<file path="config.mk">
export PLATFORM = sky130hd
export DESIGN_NAME = hid_mouse_layout_parser
export DESIGN_NICKNAME = d
export VERILOG_FILES = /design/src/rtl/hmlp_pkg.sv /design/src/rtl/hmlp_datapath.sv /design/src/rtl/hmlp_control.sv /design/src/rtl/hid_mouse_layout_parser.sv
export SDC_FILE = /design/constraint.sdc
export NUM_CORES = 2
export LEC_CHECK = 0
export BUFFER_PORTS_ARGS = -buffer_cell sky130_fd_sc_hd__buf_2
export CAP_MARGIN = 15
export CORE_ASPECT_RATIO = 1.25
export CORE_MARGIN = 10
export CORE_UTILIZATION = 50
export CTS_CLUSTER_SIZE = 8
export DETAILED_ROUTE_END_ITERATION = 8
export PLACE_DENSITY = 0.65
export SKIP_CTS_REPAIR_TIMING = 1
export SYNTH_ARGS = -nofsm -noshare
export SYNTH_HDL_FRONTEND = slang
export SYNTH_SLANG_ARGS = --single-unit
</file>
<file path="constraint.sdc">
create_clock -name clk -period 13.5 [get_ports clk]
set_input_delay 2.025 -clock clk [delete_from_list [all_inputs] [get_ports clk]]
set_output_delay 2.025 -clock clk [all_outputs]
set_load 0.005 [all_outputs]
</file>
<file path="src/rtl/hmlp_pkg.sv">
package hmlp_pkg;

    localparam int CONTEXT_COUNT = 32;
    localparam int CTX_BITS = (CONTEXT_COUNT > 1) ? $clog2(CONTEXT_COUNT) : 1;
    localparam int OFFSET_BITS = 16;

    localparam logic [7:0] TAG_MASK = 8'hFC;
    localparam logic [1:0] SIZE_MASK = 2'h3;
    localparam logic [OFFSET_BITS-1:0] CONTEXT_START = OFFSET_BITS'(8);

    localparam logic [7:0] CTL_USAGE_PAGE = 8'h04;
    localparam logic [7:0] CTL_USAGE = 8'h08;
    localparam logic [7:0] CTL_REPORT_SIZE = 8'h74;
    localparam logic [7:0] CTL_REPORT_ID = 8'h84;
    localparam logic [7:0] CTL_REPORT_COUNT = 8'h94;
    localparam logic [7:0] CTL_INPUT = 8'h80;
    localparam logic [7:0] CTL_FEATURE = 8'hB0;

    localparam logic [7:0] USE_BUTTON = 8'h09;
    localparam logic [7:0] USE_X = 8'h30;
    localparam logic [7:0] USE_Y = 8'h31;
    localparam logic [7:0] USE_WHEEL = 8'h38;

    localparam logic [1:0] KIND_BUTTON = 2'd0;
    localparam logic [1:0] KIND_X = 2'd1;
    localparam logic [1:0] KIND_Y = 2'd2;
    localparam logic [1:0] KIND_WHEEL = 2'd3;

    typedef struct packed {
        logic parse;
        logic place;
        logic clear;
    } cmd_t;

    typedef struct packed {
        logic place_needed;
    } status_t;

endpackage

</file>
<file path="src/rtl/hmlp_datapath.sv">
module hmlp_datapath
(
    input  logic                   clk,
    input  logic                   rst_n,
    input  hmlp_pkg::cmd_t         cmd,
    output hmlp_pkg::status_t      status,
    input  logic [7:0]             desc_byte,
    input  logic [1:0]             out_kind,
    output logic                   out_found,
    output logic [7:0]             out_id,
    output logic [15:0]            out_offset,
    output logic [15:0]            out_size,
    output logic                   out_tagged
);

    localparam int CN = hmlp_pkg::CONTEXT_COUNT;
    localparam int CB = hmlp_pkg::CTX_BITS;
    localparam int OB = hmlp_pkg::OFFSET_BITS;

    logic [7:0]    ctx_id_reg [CN];
    logic [7:0]    ctx_id_next [CN];
    logic [OB-1:0] ctx_off_reg [CN];
    logic [OB-1:0] ctx_off_next [CN];
    logic [CB-1:0] cur_reg, cur_next;
    logic [2:0]    left_reg, left_next;
    logic [5:0]    tag_reg, tag_next;
    logic [1:0]    szc_reg, szc_next;
    logic [7:0]    rsize_reg, rsize_next;
    logic [7:0]    rcount_reg, rcount_next;
    logic [7:0]    use0_reg, use0_next;
    logic [7:0]    use1_reg, use1_next;
    logic          btn_reg, btn_next;
    logic          tagged_reg, tagged_next;
    logic [7:0]    lay_id_reg [4];
    logic [7:0]    lay_id_next [4];
    logic [15:0]   lay_off_reg [4];
    logic [15:0]   lay_off_next [4];
    logic [15:0]   lay_size_reg [4];
    logic [15:0]   lay_size_next [4];
    logic [3:0]    lay_found_reg, lay_found_next;
    logic          pend_reg, pend_next;
    logic [OB-1:0] base_reg, base_next;
    logic [15:0]   total_reg, total_next;
    logic [7:0]    pid_reg, pid_next;

    logic          run;
    logic [7:0]    data;
    logic [7:0]    ctl;
    logic [2:0]    full;
    logic          hit, free_hit;
    logic [CB-1:0] hit_idx, free_idx;
    logic [OB-1:0] off2;

    assign status.place_needed = pend_reg;

    always_comb
    begin
        full = (szc_reg == 2'd3) ? 3'd4 : {1'b0, szc_reg};
        run = 1'b0;
        data = 8'd0;
        ctl = 8'd0;
        left_next = left_reg;
        tag_next = tag_reg;
        szc_next = szc_reg;
        if (left_reg == 3'd0)
        begin
            tag_next = desc_byte[7:2];
            szc_next = desc_byte[1:0] & hmlp_pkg::SIZE_MASK;
            left_next = (szc_next == 2'd3) ? 3'd4 : {1'b0, szc_next};
            run = (szc_next == 2'd0);
            ctl = {tag_next, 2'b00} & hmlp_pkg::TAG_MASK;
        end
        else
        begin
            run = (left_reg == full);
            data = desc_byte;
            ctl = {tag_reg, 2'b00} & hmlp_pkg::TAG_MASK;
            left_next = left_reg - 3'd1;
        end
        hit = 1'b0;
        hit_idx = '0;
        free_hit = 1'b0;
        free_idx = '0;
        for (int n = CN - 1; n >= 0; n--)
        begin
            if (ctx_id_reg[n] == data)
            begin
                hit = 1'b1;
                hit_idx = CB'(n);
            end
            if (ctx_id_reg[n] == 8'd0)
            begin
                free_hit = 1'b1;
                free_idx = CB'(n);
            end
        end
    end

    always_comb
    begin
        ctx_id_next = ctx_id_reg;
        ctx_off_next = ctx_off_reg;
        cur_next = cur_reg;
        rsize_next = rsize_reg;
        rcount_next = rcount_reg;
        use0_next = use0_reg;
        use1_next = use1_reg;
        btn_next = btn_reg;
        tagged_next = tagged_reg;
        lay_id_next = lay_id_reg;
        lay_off_next = lay_off_reg;
        lay_size_next = lay_size_reg;
        lay_found_next = lay_found_reg;
        pend_next = 1'b0;
        base_next = base_reg;
        total_next = total_reg;
        pid_next = pid_reg;
        off2 = base_reg + OB'(rsize_reg);
        if (cmd.parse && run)
        begin
            if (ctl == hmlp_pkg::CTL_REPORT_SIZE)
            begin
                rsize_next = data;
            end
            if (ctl == hmlp_pkg::CTL_REPORT_COUNT)
            begin
                rcount_next = data;
            end
            if (ctl == hmlp_pkg::CTL_REPORT_ID)
            begin
                tagged_next = 1'b1;
                if (hit)
                begin
                    cur_next = hit_idx;
                end
                else if (free_hit)
                begin
                    cur_next = free_idx;
                    ctx_id_next[free_idx] = data;
                    ctx_off_next[free_idx] = hmlp_pkg::CONTEXT_START;
                end
            end
            if ((ctl == hmlp_pkg::CTL_USAGE_PAGE || ctl == hmlp_pkg::CTL_USAGE)
                && szc_reg == 2'd1)
            begin
                if (data == hmlp_pkg::USE_BUTTON || data == hmlp_pkg::USE_WHEEL
                    || data == hmlp_pkg::USE_X || data == hmlp_pkg::USE_Y)
                begin
                    if (use0_reg == 8'd0)
                    begin
                        use0_next = data;
                    end
                    else
                    begin
                        use1_next = data;
                    end
                end
            end
            if (ctl == hmlp_pkg::CTL_INPUT || ctl == hmlp_pkg::CTL_FEATURE)
            begin
                pend_next = 1'b1;
                base_next = ctx_off_reg[cur_reg];
                pid_next = ctx_id_reg[cur_reg];
                total_next = rsize_reg * rcount_reg;
            end
        end
        if (cmd.place)
        begin
            if (!btn_reg && use0_reg == hmlp_pkg::USE_BUTTON)
            begin
                lay_id_next[0] = pid_reg;
                lay_off_next[0] = 16'(base_reg);
                lay_size_next[0] = total_reg;
                lay_found_next[0] = 1'b1;
                btn_next = 1'b1;
            end
            if (use0_reg == hmlp_pkg::USE_X)
            begin
                lay_id_next[1] = pid_reg;
                lay_off_next[1] = 16'(base_reg);
                lay_size_next[1] = {8'd0, rsize_reg};
                lay_found_next[1] = 1'b1;
            end
            else if (use0_reg == hmlp_pkg::USE_Y)
            begin
                lay_id_next[2] = pid_reg;
                lay_off_next[2] = 16'(base_reg);
                lay_size_next[2] = {8'd0, rsize_reg};
                lay_found_next[2] = 1'b1;
            end
            if (use1_reg == hmlp_pkg::USE_X)
            begin
                lay_id_next[1] = pid_reg;
                lay_off_next[1] = 16'(off2);
                lay_size_next[1] = {8'd0, rsize_reg};
                lay_found_next[1] = 1'b1;
            end
            else if (use1_reg == hmlp_pkg::USE_Y)
            begin
                lay_id_next[2] = pid_reg;
                lay_off_next[2] = 16'(off2);
                lay_size_next[2] = {8'd0, rsize_reg};
                lay_found_next[2] = 1'b1;
            end
            if (use0_reg == hmlp_pkg::USE_WHEEL)
            begin
                lay_id_next[3] = pid_reg;
                lay_off_next[3] = 16'(base_reg);
                lay_size_next[3] = total_reg;
                lay_found_next[3] = 1'b1;
            end
            use0_next = 8'd0;
            use1_next = 8'd0;
            ctx_off_next[cur_reg] = base_reg + OB'(total_reg);
        end
    end

    always_ff @(posedge clk or negedge rst_n)
    begin
        if (!rst_n)
        begin
            for (int n = 0; n < CN; n++)
            begin
                ctx_id_reg[n] <= '0;
                ctx_off_reg[n] <= '0;
            end
            for (int k = 0; k < 4; k++)
            begin
                lay_id_reg[k] <= '0;
                lay_off_reg[k] <= '0;
                lay_size_reg[k] <= '0;
            end
            cur_reg <= '0;
            left_reg <= '0;
            tag_reg <= '0;
            szc_reg <= '0;
            rsize_reg <= '0;
            rcount_reg <= '0;
            use0_reg <= '0;
            use1_reg <= '0;
            btn_reg <= 1'b0;
            tagged_reg <= 1'b0;
            lay_found_reg <= '0;
            pend_reg <= 1'b0;
            base_reg <= '0;
            total_reg <= '0;
            pid_reg <= '0;
        end
        else if (cmd.clear)
        begin
            for (int n = 0; n < CN; n++)
            begin
                ctx_id_reg[n] <= '0;
                ctx_off_reg[n] <= '0;
            end
            for (int k = 0; k < 4; k++)
            begin
                lay_id_reg[k] <= '0;
                lay_off_reg[k] <= '0;
                lay_size_reg[k] <= '0;
            end
            cur_reg <= '0;
            left_reg <= '0;
            tag_reg <= '0;
            szc_reg <= '0;
            rsize_reg <= '0;
            rcount_reg <= '0;
            use0_reg <= '0;
            use1_reg <= '0;
            btn_reg <= 1'b0;
            tagged_reg <= 1'b0;
            lay_found_reg <= '0;
            pend_reg <= 1'b0;
        end
        else
        begin
            ctx_id_reg <= ctx_id_next;
            ctx_off_reg <= ctx_off_next;
            lay_id_reg <= lay_id_next;
            lay_off_reg <= lay_off_next;
            lay_size_reg <= lay_size_next;
            cur_reg <= cur_next;
            rsize_reg <= rsize_next;
            rcount_reg <= rcount_next;
            use0_reg <= use0_next;
            use1_reg <= use1_next;
            btn_reg <= btn_next;
            tagged_reg <= tagged_next;
            lay_found_reg <= lay_found_next;
            pend_reg <= pend_next;
            base_reg <= base_next;
            total_reg <= total_next;
            pid_reg <= pid_next;
            if (cmd.parse)
            begin
                left_reg <= left_next;
                tag_reg <= tag_next;
                szc_reg <= szc_next;
            end
        end
    end

    assign out_found = lay_found_reg[out_kind];
    assign out_id = lay_id_reg[out_kind];
    assign out_offset = lay_off_reg[out_kind];
    assign out_size = lay_size_reg[out_kind];
    assign out_tagged = tagged_reg;

endmodule

</file>
<file path="src/rtl/hmlp_control.sv">
module hmlp_control
(
    input  logic                clk,
    input  logic                rst_n,
    input  logic                in_valid,
    output logic                in_stall,
    input  logic                in_last,
    input  logic                out_stall,
    output logic                out_valid,
    output logic [1:0]          out_kind,
    output hmlp_pkg::cmd_t      cmd,
    input  hmlp_pkg::status_t   status
);

    typedef enum logic [3:0] {
        ST_IDLE = 4'b0001,
        ST_PLACE = 4'b0010,
        ST_EMIT = 4'b0100,
        ST_CLEAR = 4'b1000
    } state_t;

    state_t     state_reg, state_next;
    logic       fin_reg, fin_next;
    logic [1:0] kind_reg, kind_next;
    logic       take;

    assign in_stall = (state_reg != ST_IDLE);
    assign take = in_valid && !in_stall;
    assign out_valid = (state_reg == ST_EMIT);
    assign out_kind = kind_reg;

    always_comb
    begin
        state_next = state_reg;
        fin_next = fin_reg;
        kind_next = kind_reg;
        cmd = '0;
        unique case (state_reg)
            ST_IDLE:
            begin
                if (take)
                begin
                    cmd.parse = 1'b1;
                    fin_next = in_last;
                    state_next = ST_PLACE;
                end
            end
            ST_PLACE:
            begin
                cmd.place = status.place_needed;
                kind_next = hmlp_pkg::KIND_BUTTON;
                state_next = fin_reg ? ST_EMIT : ST_IDLE;
            end
            ST_EMIT:
            begin
                if (!out_stall)
                begin
                    kind_next = kind_reg + 2'd1;
                    if (kind_reg == hmlp_pkg::KIND_WHEEL)
                    begin
                        state_next = ST_CLEAR;
                    end
                end
            end
            ST_CLEAR:
            begin
                cmd.clear = 1'b1;
                state_next = ST_IDLE;
            end
            default:
            begin
                state_next = ST_IDLE;
            end
        endcase
    end

    always_ff @(posedge clk or negedge rst_n)
    begin
        if (!rst_n)
        begin
            state_reg <= ST_IDLE;
            fin_reg <= 1'b0;
            kind_reg <= '0;
        end
        else
        begin
            state_reg <= state_next;
            fin_reg <= fin_next;
            kind_reg <= kind_next;
        end
    end

endmodule

</file>
<file path="src/rtl/hid_mouse_layout_parser.sv">
// Channel  | Handshake           | Payload
// in       | in_valid, in_stall  | desc_byte, last_byte
// out      | out_valid, out_stall| field_kind, found, report_id, bit_offset, field_bits,
//          |                     | id_tagged, last
// Each byte passes ST_IDLE, which decodes the item and matches the report ID against
// all contexts in parallel, then ST_PLACE, which places pending usages and advances
// the offset. A final byte then yields four transfers, one per cycle when not stalled,
// after which ST_CLEAR resets all but base_reg, total_reg and pid_reg. Reset is
// asynchronous and clears all state. While results are pending the input is stalled.
module hid_mouse_layout_parser
(
    input  logic        clk,
    input  logic        rst_n,
    input  logic        in_valid,
    output logic        in_stall,
    input  logic [7:0]  desc_byte,
    input  logic        last_byte,
    output logic        out_valid,
    input  logic        out_stall,
    output logic [1:0]  field_kind,
    output logic        found,
    output logic [7:0]  report_id,
    output logic [15:0] bit_offset,
    output logic [15:0] field_bits,
    output logic        id_tagged,
    output logic        last
);

    hmlp_pkg::cmd_t    cmd;
    hmlp_pkg::status_t status;

    hmlp_control u_ctrl
    (
        .clk(clk),
        .rst_n(rst_n),
        .in_valid(in_valid),
        .in_stall(in_stall),
        .in_last(last_byte),
        .out_stall(out_stall),
        .out_valid(out_valid),
        .out_kind(field_kind),
        .cmd(cmd),
        .status(status)
    );

    hmlp_datapath u_dp
    (
        .clk(clk),
        .rst_n(rst_n),
        .cmd(cmd),
        .status(status),
        .desc_byte(desc_byte),
        .out_kind(field_kind),
        .out_found(found),
        .out_id(report_id),
        .out_offset(bit_offset),
        .out_size(field_bits),
        .out_tagged(id_tagged)
    );

    assign last = (field_kind == hmlp_pkg::KIND_WHEEL);

    a_no_take_busy: assert property (@(posedge clk) disable iff (!rst_n)
        out_valid |-> in_stall) else $error("input taken during output");
    a_kind_adv: assert property (@(posedge clk) disable iff (!rst_n)
        out_valid && !out_stall && !last |=> out_valid
            && field_kind == $past(field_kind) + 2'd1) else $error("kind order");
    a_one_cmd: assert property (@(posedge clk) disable iff (!rst_n)
        $onehot0({cmd.parse, cmd.place, cmd.clear})) else $error("command clash");

endmodule
</file>
**After elaboration in Yosys (flattened, before gate mapping)**

Cells that the tools add are included.

- Register bits: 1030
- Logic and storage cells: 519

- Mux-type cells: 260
- Equal/unequal tests: 64
- Multiply operators: 1
- Bitwise logic cells: 7
- Order comparisons: 6
- $add $sub $neg: 4
- Reduce and logical (&&, ||, !) cells: 80

Operators with widths:

| cell | count |
|---|---|
| $mux 512 | 6 |
| $mux 256 | 5 |
| $bwmux 512 | 1 |
| $and 480x480->480 | 1 |
| $not 480->480 | 1 |
| $mux 16 | 24 |
| $mux 5 | 69 |
| $logic_not 8->1 | 33 |
| $mux 8 | 33 |
| $bwmux 256 | 1 |
| $eq 8x8->1 | 32 |
| $mux 64 | 4 |
| $demux 16 s5 | 2 |
| $mux 1 | 86 |
| $bmux 16 s5 | 1 |
| $bmux 16 s2 | 2 |
| $eq 8x6->1 const B | 8 |
| $mux 32 | 2 |
| $bmux 8 s5 | 1 |
| $demux 8 s5 | 1 |
| $eq 8x8->1 const B | 4 |
| $or 32x32->32 | 1 |
| $eq 8x4->1 const B | 3 |
| $reduce_bool 2->1 | 11 |
| 42 further kinds | 90 |

**Longest topological paths before layout**

- Word-level depth: 47
- Depth in mapped cells: 19

**By module**

A second synthesis with hierarchy kept.

- Cell total of the unflattened synthesis: 5435
- Area total of the unflattened synthesis: 57574.0 um^2

Modules (own cells, without submodules):

| module | cells each | area each (um^2) | instances | seq. area each (um^2) |
|---|---|---|---|---|
| hmlp_datapath | 5404 | 57174.8 | 1 | 25374.3 |
| hmlp_control | 30 | 392.9 | 1 | 176.4 |
| hid_mouse_layout_parser | 1 | 6.3 | 1 | 0.0 |

**Worst setup path before layout**

OpenSTA, ideal clock, no wires.

- Path kind: input -> register
- From: in desc_byte[6]
- To: reg u_dp.ctx_off_reg[357] (netlist bit)
- Setup time: 0.122 ns
- Cell stages on the path: 15
- Setup slack: 8.602 ns
- Arrival: 4.776 ns
- Required time: 13.378 ns
- Path through: buf_2 -> buf_4 -> nor2b_1 -> clkbuf_1 -> a32oi_1 -> o32ai_1 -> nand4_1 -> nand4_1 -> nor4_2 -> buf_4 -> nand4_1 -> or4_1 -> buf_2 -> buf_6 -> a32o_1

- Word-level cells in the longest chain between the ends: 40
- Elaborated cells on any way between the ends: 73

RTL lines:

| element | RTL line | text |
|---|---|---|
| start, declared | hid_mouse_layout_parser.sv:16 | `input logic [7:0] desc_byte,` |
| $mux 8 | hmlp_datapath.sv:65 | `if (left_reg == 3'd0)` |
| $eq 8x8->1 | hmlp_datapath.sv:86 | `if (ctx_id_reg[n] == data)` |
| $mux 1 (32 in series) | hmlp_datapath.sv:86 |  |
| $mux 512 | hmlp_datapath.sv:132 | `if (hit)` |
| $mux 512 (*) | hmlp_datapath.sv:129 | `if (ctl == hmlp_pkg::CTL_REPORT_ID)` |
| $mux 512 (*) | hmlp_datapath.sv:119 | `if (cmd.parse && run)` |
| $bwmux 512 | hmlp_datapath.sv:214 | `ctx_off_next[cur_reg] = base_reg + OB'(total_reg);` |
| $mux 512 (*) | hmlp_datapath.sv:167 | `if (cmd.place)` |
| $mux 512 (*) | hmlp_datapath.sv:249 | `else if (cmd.clear)` |
| end signal, assigned | hmlp_datapath.sv:278 | `ctx_off_reg <= ctx_off_next;` |
| end, declared | hmlp_datapath.sv:22 | `logic [OB-1:0] ctx_off_reg [CN];` |

Every way passes the cells marked *; elsewhere a longest branch is shown, timed or not.
A chain may end at the register's enable or synchronous reset.

**Final worst setup path**

- From: in desc_byte[6]
- To: reg u_dp.ctx_off_reg[26] (netlist bit)

The elaborated chain is that of the path after synthesis.

==> summary.md <==
| Metric | Value |
|---|---|
| Most common cell in the netlist | `dfrtp_1` |
| Max reg flops | `512` |
| Flops & latches, synth | `1021` |
| Final min period | `7027 ps` |
| Synth top cells by count | `dfrtp_1, nand2_1, clkbuf_1, o21ai_0, o22ai_1` |
| Synth top area share | `45.71%` |
| Critical path cell sequence | `buf_2, buf_4, inv_1, a21oi_1, o32ai_1, nand4_1, nand4b_1, nor4_2, nand4_1, a211o_1, a32o_1` |
| Fillers | `9427` |
| Power density over the cells | `156.8 mW/mm²` |
| Final Hold Fails | `0` |
| Synth Net Count | `5479` |
| Crit. End Element | `flop` |
| Drt first-iter violations | `5905` |
| Unrepaired setup endpoints after global routing | `false` |
| Largest net degree at the start of global routing | `162` |
| Area leader, netlist | `dfrtp_1` |
| Static leakage | `25.63 nW` |
| Final TNS setup | `0 ps` |
| IO Pins | `60` |
| WP data arrival | `7680 ps` |
| Die Span X | `318.9 µm` |
| Crit path largest cell delay | `970 ps` |
| Worst r2r dst | `u_dp.ctx_off_reg[26]` |
| RR Startpoint | `u_dp.left_reg[0]` |
| Die ar. | `0.1255 mm²` |
| CTS tree | `built` |
| Max Transition Viols Final | `0` |
| Area of the multi-input gates | `0.02816 mm²` |
| Synth top area cells | `dfrtp_1, mux4_2, nand2_1` |
| Clk slew on worst S/H paths | `50 ps` |
| Synth warn | `0` |
| Slew headroom | `14.20%` |
| Pre-antenna DRT Iters | `9` |
| Final setup vio count | `0` |
| Crit path top cell by count | `nand4_1` |
| Yosys cell types | `84` |
| Tot GR Track Use | `31.74%` |
| Initial Utilization | `50.19%` |
| CTS HTree Levels | `4` |
| Outcome | `finished, final reports clean` |
| Final GP Congestion | `0.9945` |
| CTS sink cnt | `1021` |
| Layout area overhead | `9.768%` |
| Max clock buf depth | `3` |
| DR vias | `47530` |
| WL/cell | `30.51 µm` |
| Crit Path Max Fanout | `51` |
| Cell Area, Synth | `0.05584 mm²` |
| Final antenna-violating net count | `0` |
| Number of enable flip-flop cells after synthesis | `0` |
| Maxcap violations | `0` |
| WHS | `478.7 ps` |
| Min-delay worst type | `reg -> reg` |
| Overflow after GRT | `0` |
| Sequential-to-total area share from yosys stat | `45.76%` |
| Mapped Avg Cell Area | `10.41 µm²` |
| Post-Syn Instances | `5366` |
| Cell Rows | `137` |
| Crit path capture | `u_dp.ctx_off_reg[26]` |
| Worst-Margin Slew | `1284 ps` |
| Clock Tree Root | `clkbuf_16` |
| Nets@finish | `5312` |
| Layout cells sized above 1 | `12.86%` |
| DRT Wirelength | `203700 µm` |
| Peak VDD IR | `129.7 µV` |
| Buf/Inv on CP | `3` |
| Achievable frequency | `0.1423 GHz` |
| Worst R2R Path Depth | `13` |
| Tcrit/Tclk final | `52.05%` |
| Clk Latency, worst-skew pair | `790 ps` |
| Crit path depth | `11` |
| Type of the worst setup path | `in -> reg` |
| Critical path's top delay family | `compound AO/OA/AOI/OAI gates` |
| CTS Buf Count | `145` |
| Ant. Diodes | `0` |
| Setup crit start | `desc_byte[6]` |
| Layout Skew | `32.23 ps` |
| WP data required | `14160 ps` |
| Initial antenna violation count | `8` |
| DRC violations left | `0` |
| Sequential Area | `0.02556 mm²` |
| # port buffers | `59` |
| Async set-reset flop share out of synthesis | `100.0%` |
| Critical Path Source Type | `input pin` |
| Slowest-stage cell, CP | `a21oi_1` |
| First-pass GRT wire length | `304900 µm` |
| Core Box Area | `0.1112 mm²` |
| Number of global-route vias before repair | `46000` |
| Post-DP HPWL | `133200 µm` |
| R2r setup slk | `6500 ps` |
| Die Y | `393.6 µm` |
| Via/cell ratio | `7.118` |
| Top_reg_cell synth | `dfrtp_1` |
## layer usage
layer,global-route usage (%),share of wire [%],vias up
met2,49.27,46,2851
met1,40.40,38,24080
li1,-,-,19980
met4,16.80,5.9,14
met3,8.534,11,613
met5,0,0.050,-
## placed cells by master (no fill, tap or decap), drive strengths merged, types with 9 or more instances in the layout
cell type  synthesis  routed
o211ai            10      10
o22ai            229     229
and3              75      75
a32o             206     206
a31oi             71      71
a22oi             16      16
nand2b            11      11
nor3              29      29
mux2i             24      24
ha                62      62
nor4bb            38      38
xor2              20      20
nor4              72      72
o32ai            120     120
xnor2            154     154
o31a              15      15
o31ai             11      11
o21bai             9       9
and2              57      57
o2bb2ai           53      53
a211o             12      12
a211oi            14      14
or4               25      25
dfrtp           1020    1020
buf              134     204
fa                38      38
nor2b            109     109
a22o             138     138
clkbuf           384     155
nand2            733     733
nand3            209     209
a32oi             90      90
a21oi            175     175
inv               85      92
mux4             225     225
nand4             64      64
o21ai            283     283
nor2             211     211
a221oi            43      43
## tightest hold or removal path, cell delays in order (launching register included)
cell and delay, ps:
dfrtp_1 340, nand2_1 50, o21ai_0 60
## worst min-delay path by stage
| stage | start | endpoint | slack [ps] | depth (start not counted) |
|---|---|---|---|---|
| after CTS | u_dp.lay_off_reg[39] | u_dp.lay_off_reg[39] | 480 | 2 |
| after detailed placement | u_dp.lay_found_reg[1] | u_dp.lay_found_reg[1] | 470 | 2 |
| after global routing | u_ctrl.fin_reg | u_ctrl.fin_reg | 490 | 2 |
| final | u_dp.lay_off_reg[44] | u_dp.lay_off_reg[44] | 480 | 2 |
| after floorplan | u_dp.lay_found_reg[2] | u_dp.lay_found_reg[2] | 440 | 2 |
| after global placement | u_dp.lay_found_reg[2] | u_dp.lay_found_reg[2] | 450 | 2 |
## power by group
part	switching (mW)	internal (mW)
clock network	1.38	1.93
registers	0.299	3.23
logic	1.81	0.971
## through the flow
stage	instances	instance area [µm²]	power [mW]	setup WS, ps	util, %
global route	6678	61290	9.884	6259	55.09
detailed placement	6507	57280	6.240	5930	51.49
CTS	6674	61220	9.540	6679	55.03
global placement	6507	57280	6.217	6053	51.49
floorplan	5366	55840	5.123	8602	-
finish	6678	61290	9.613	6473	55.09
## final cells by class
| class | count | area share, % |
|---|---|---|
| clock buffer | 155 | 6.032 |
| inverter | 85 | 0.5206 |
| multi-input combinational | 3742 | 45.95 |
| clock inverter | 12 | 0.3879 |
| timing repair buffer | 204 | 2.427 |
| sequential | 1021 | 41.70 |
| tap | 1459 | 2.978 |
## logic make-up after synthesis
logic type               Yosys count  share of synthesized area, %
AND/OR/NAND/NOR                 1672                         14.58
AO/OA/AOI/OAI                   1547                         20.23
flip-flops                      1021                         45.76
buffers and inverters            603                         4.439
multiplexers                     249                         9.505
XOR/XNOR                         174                         2.729
adder cells (fa/ha/maj)          100                         2.752
Note: power is estimated with default switching activity, not from simulation.
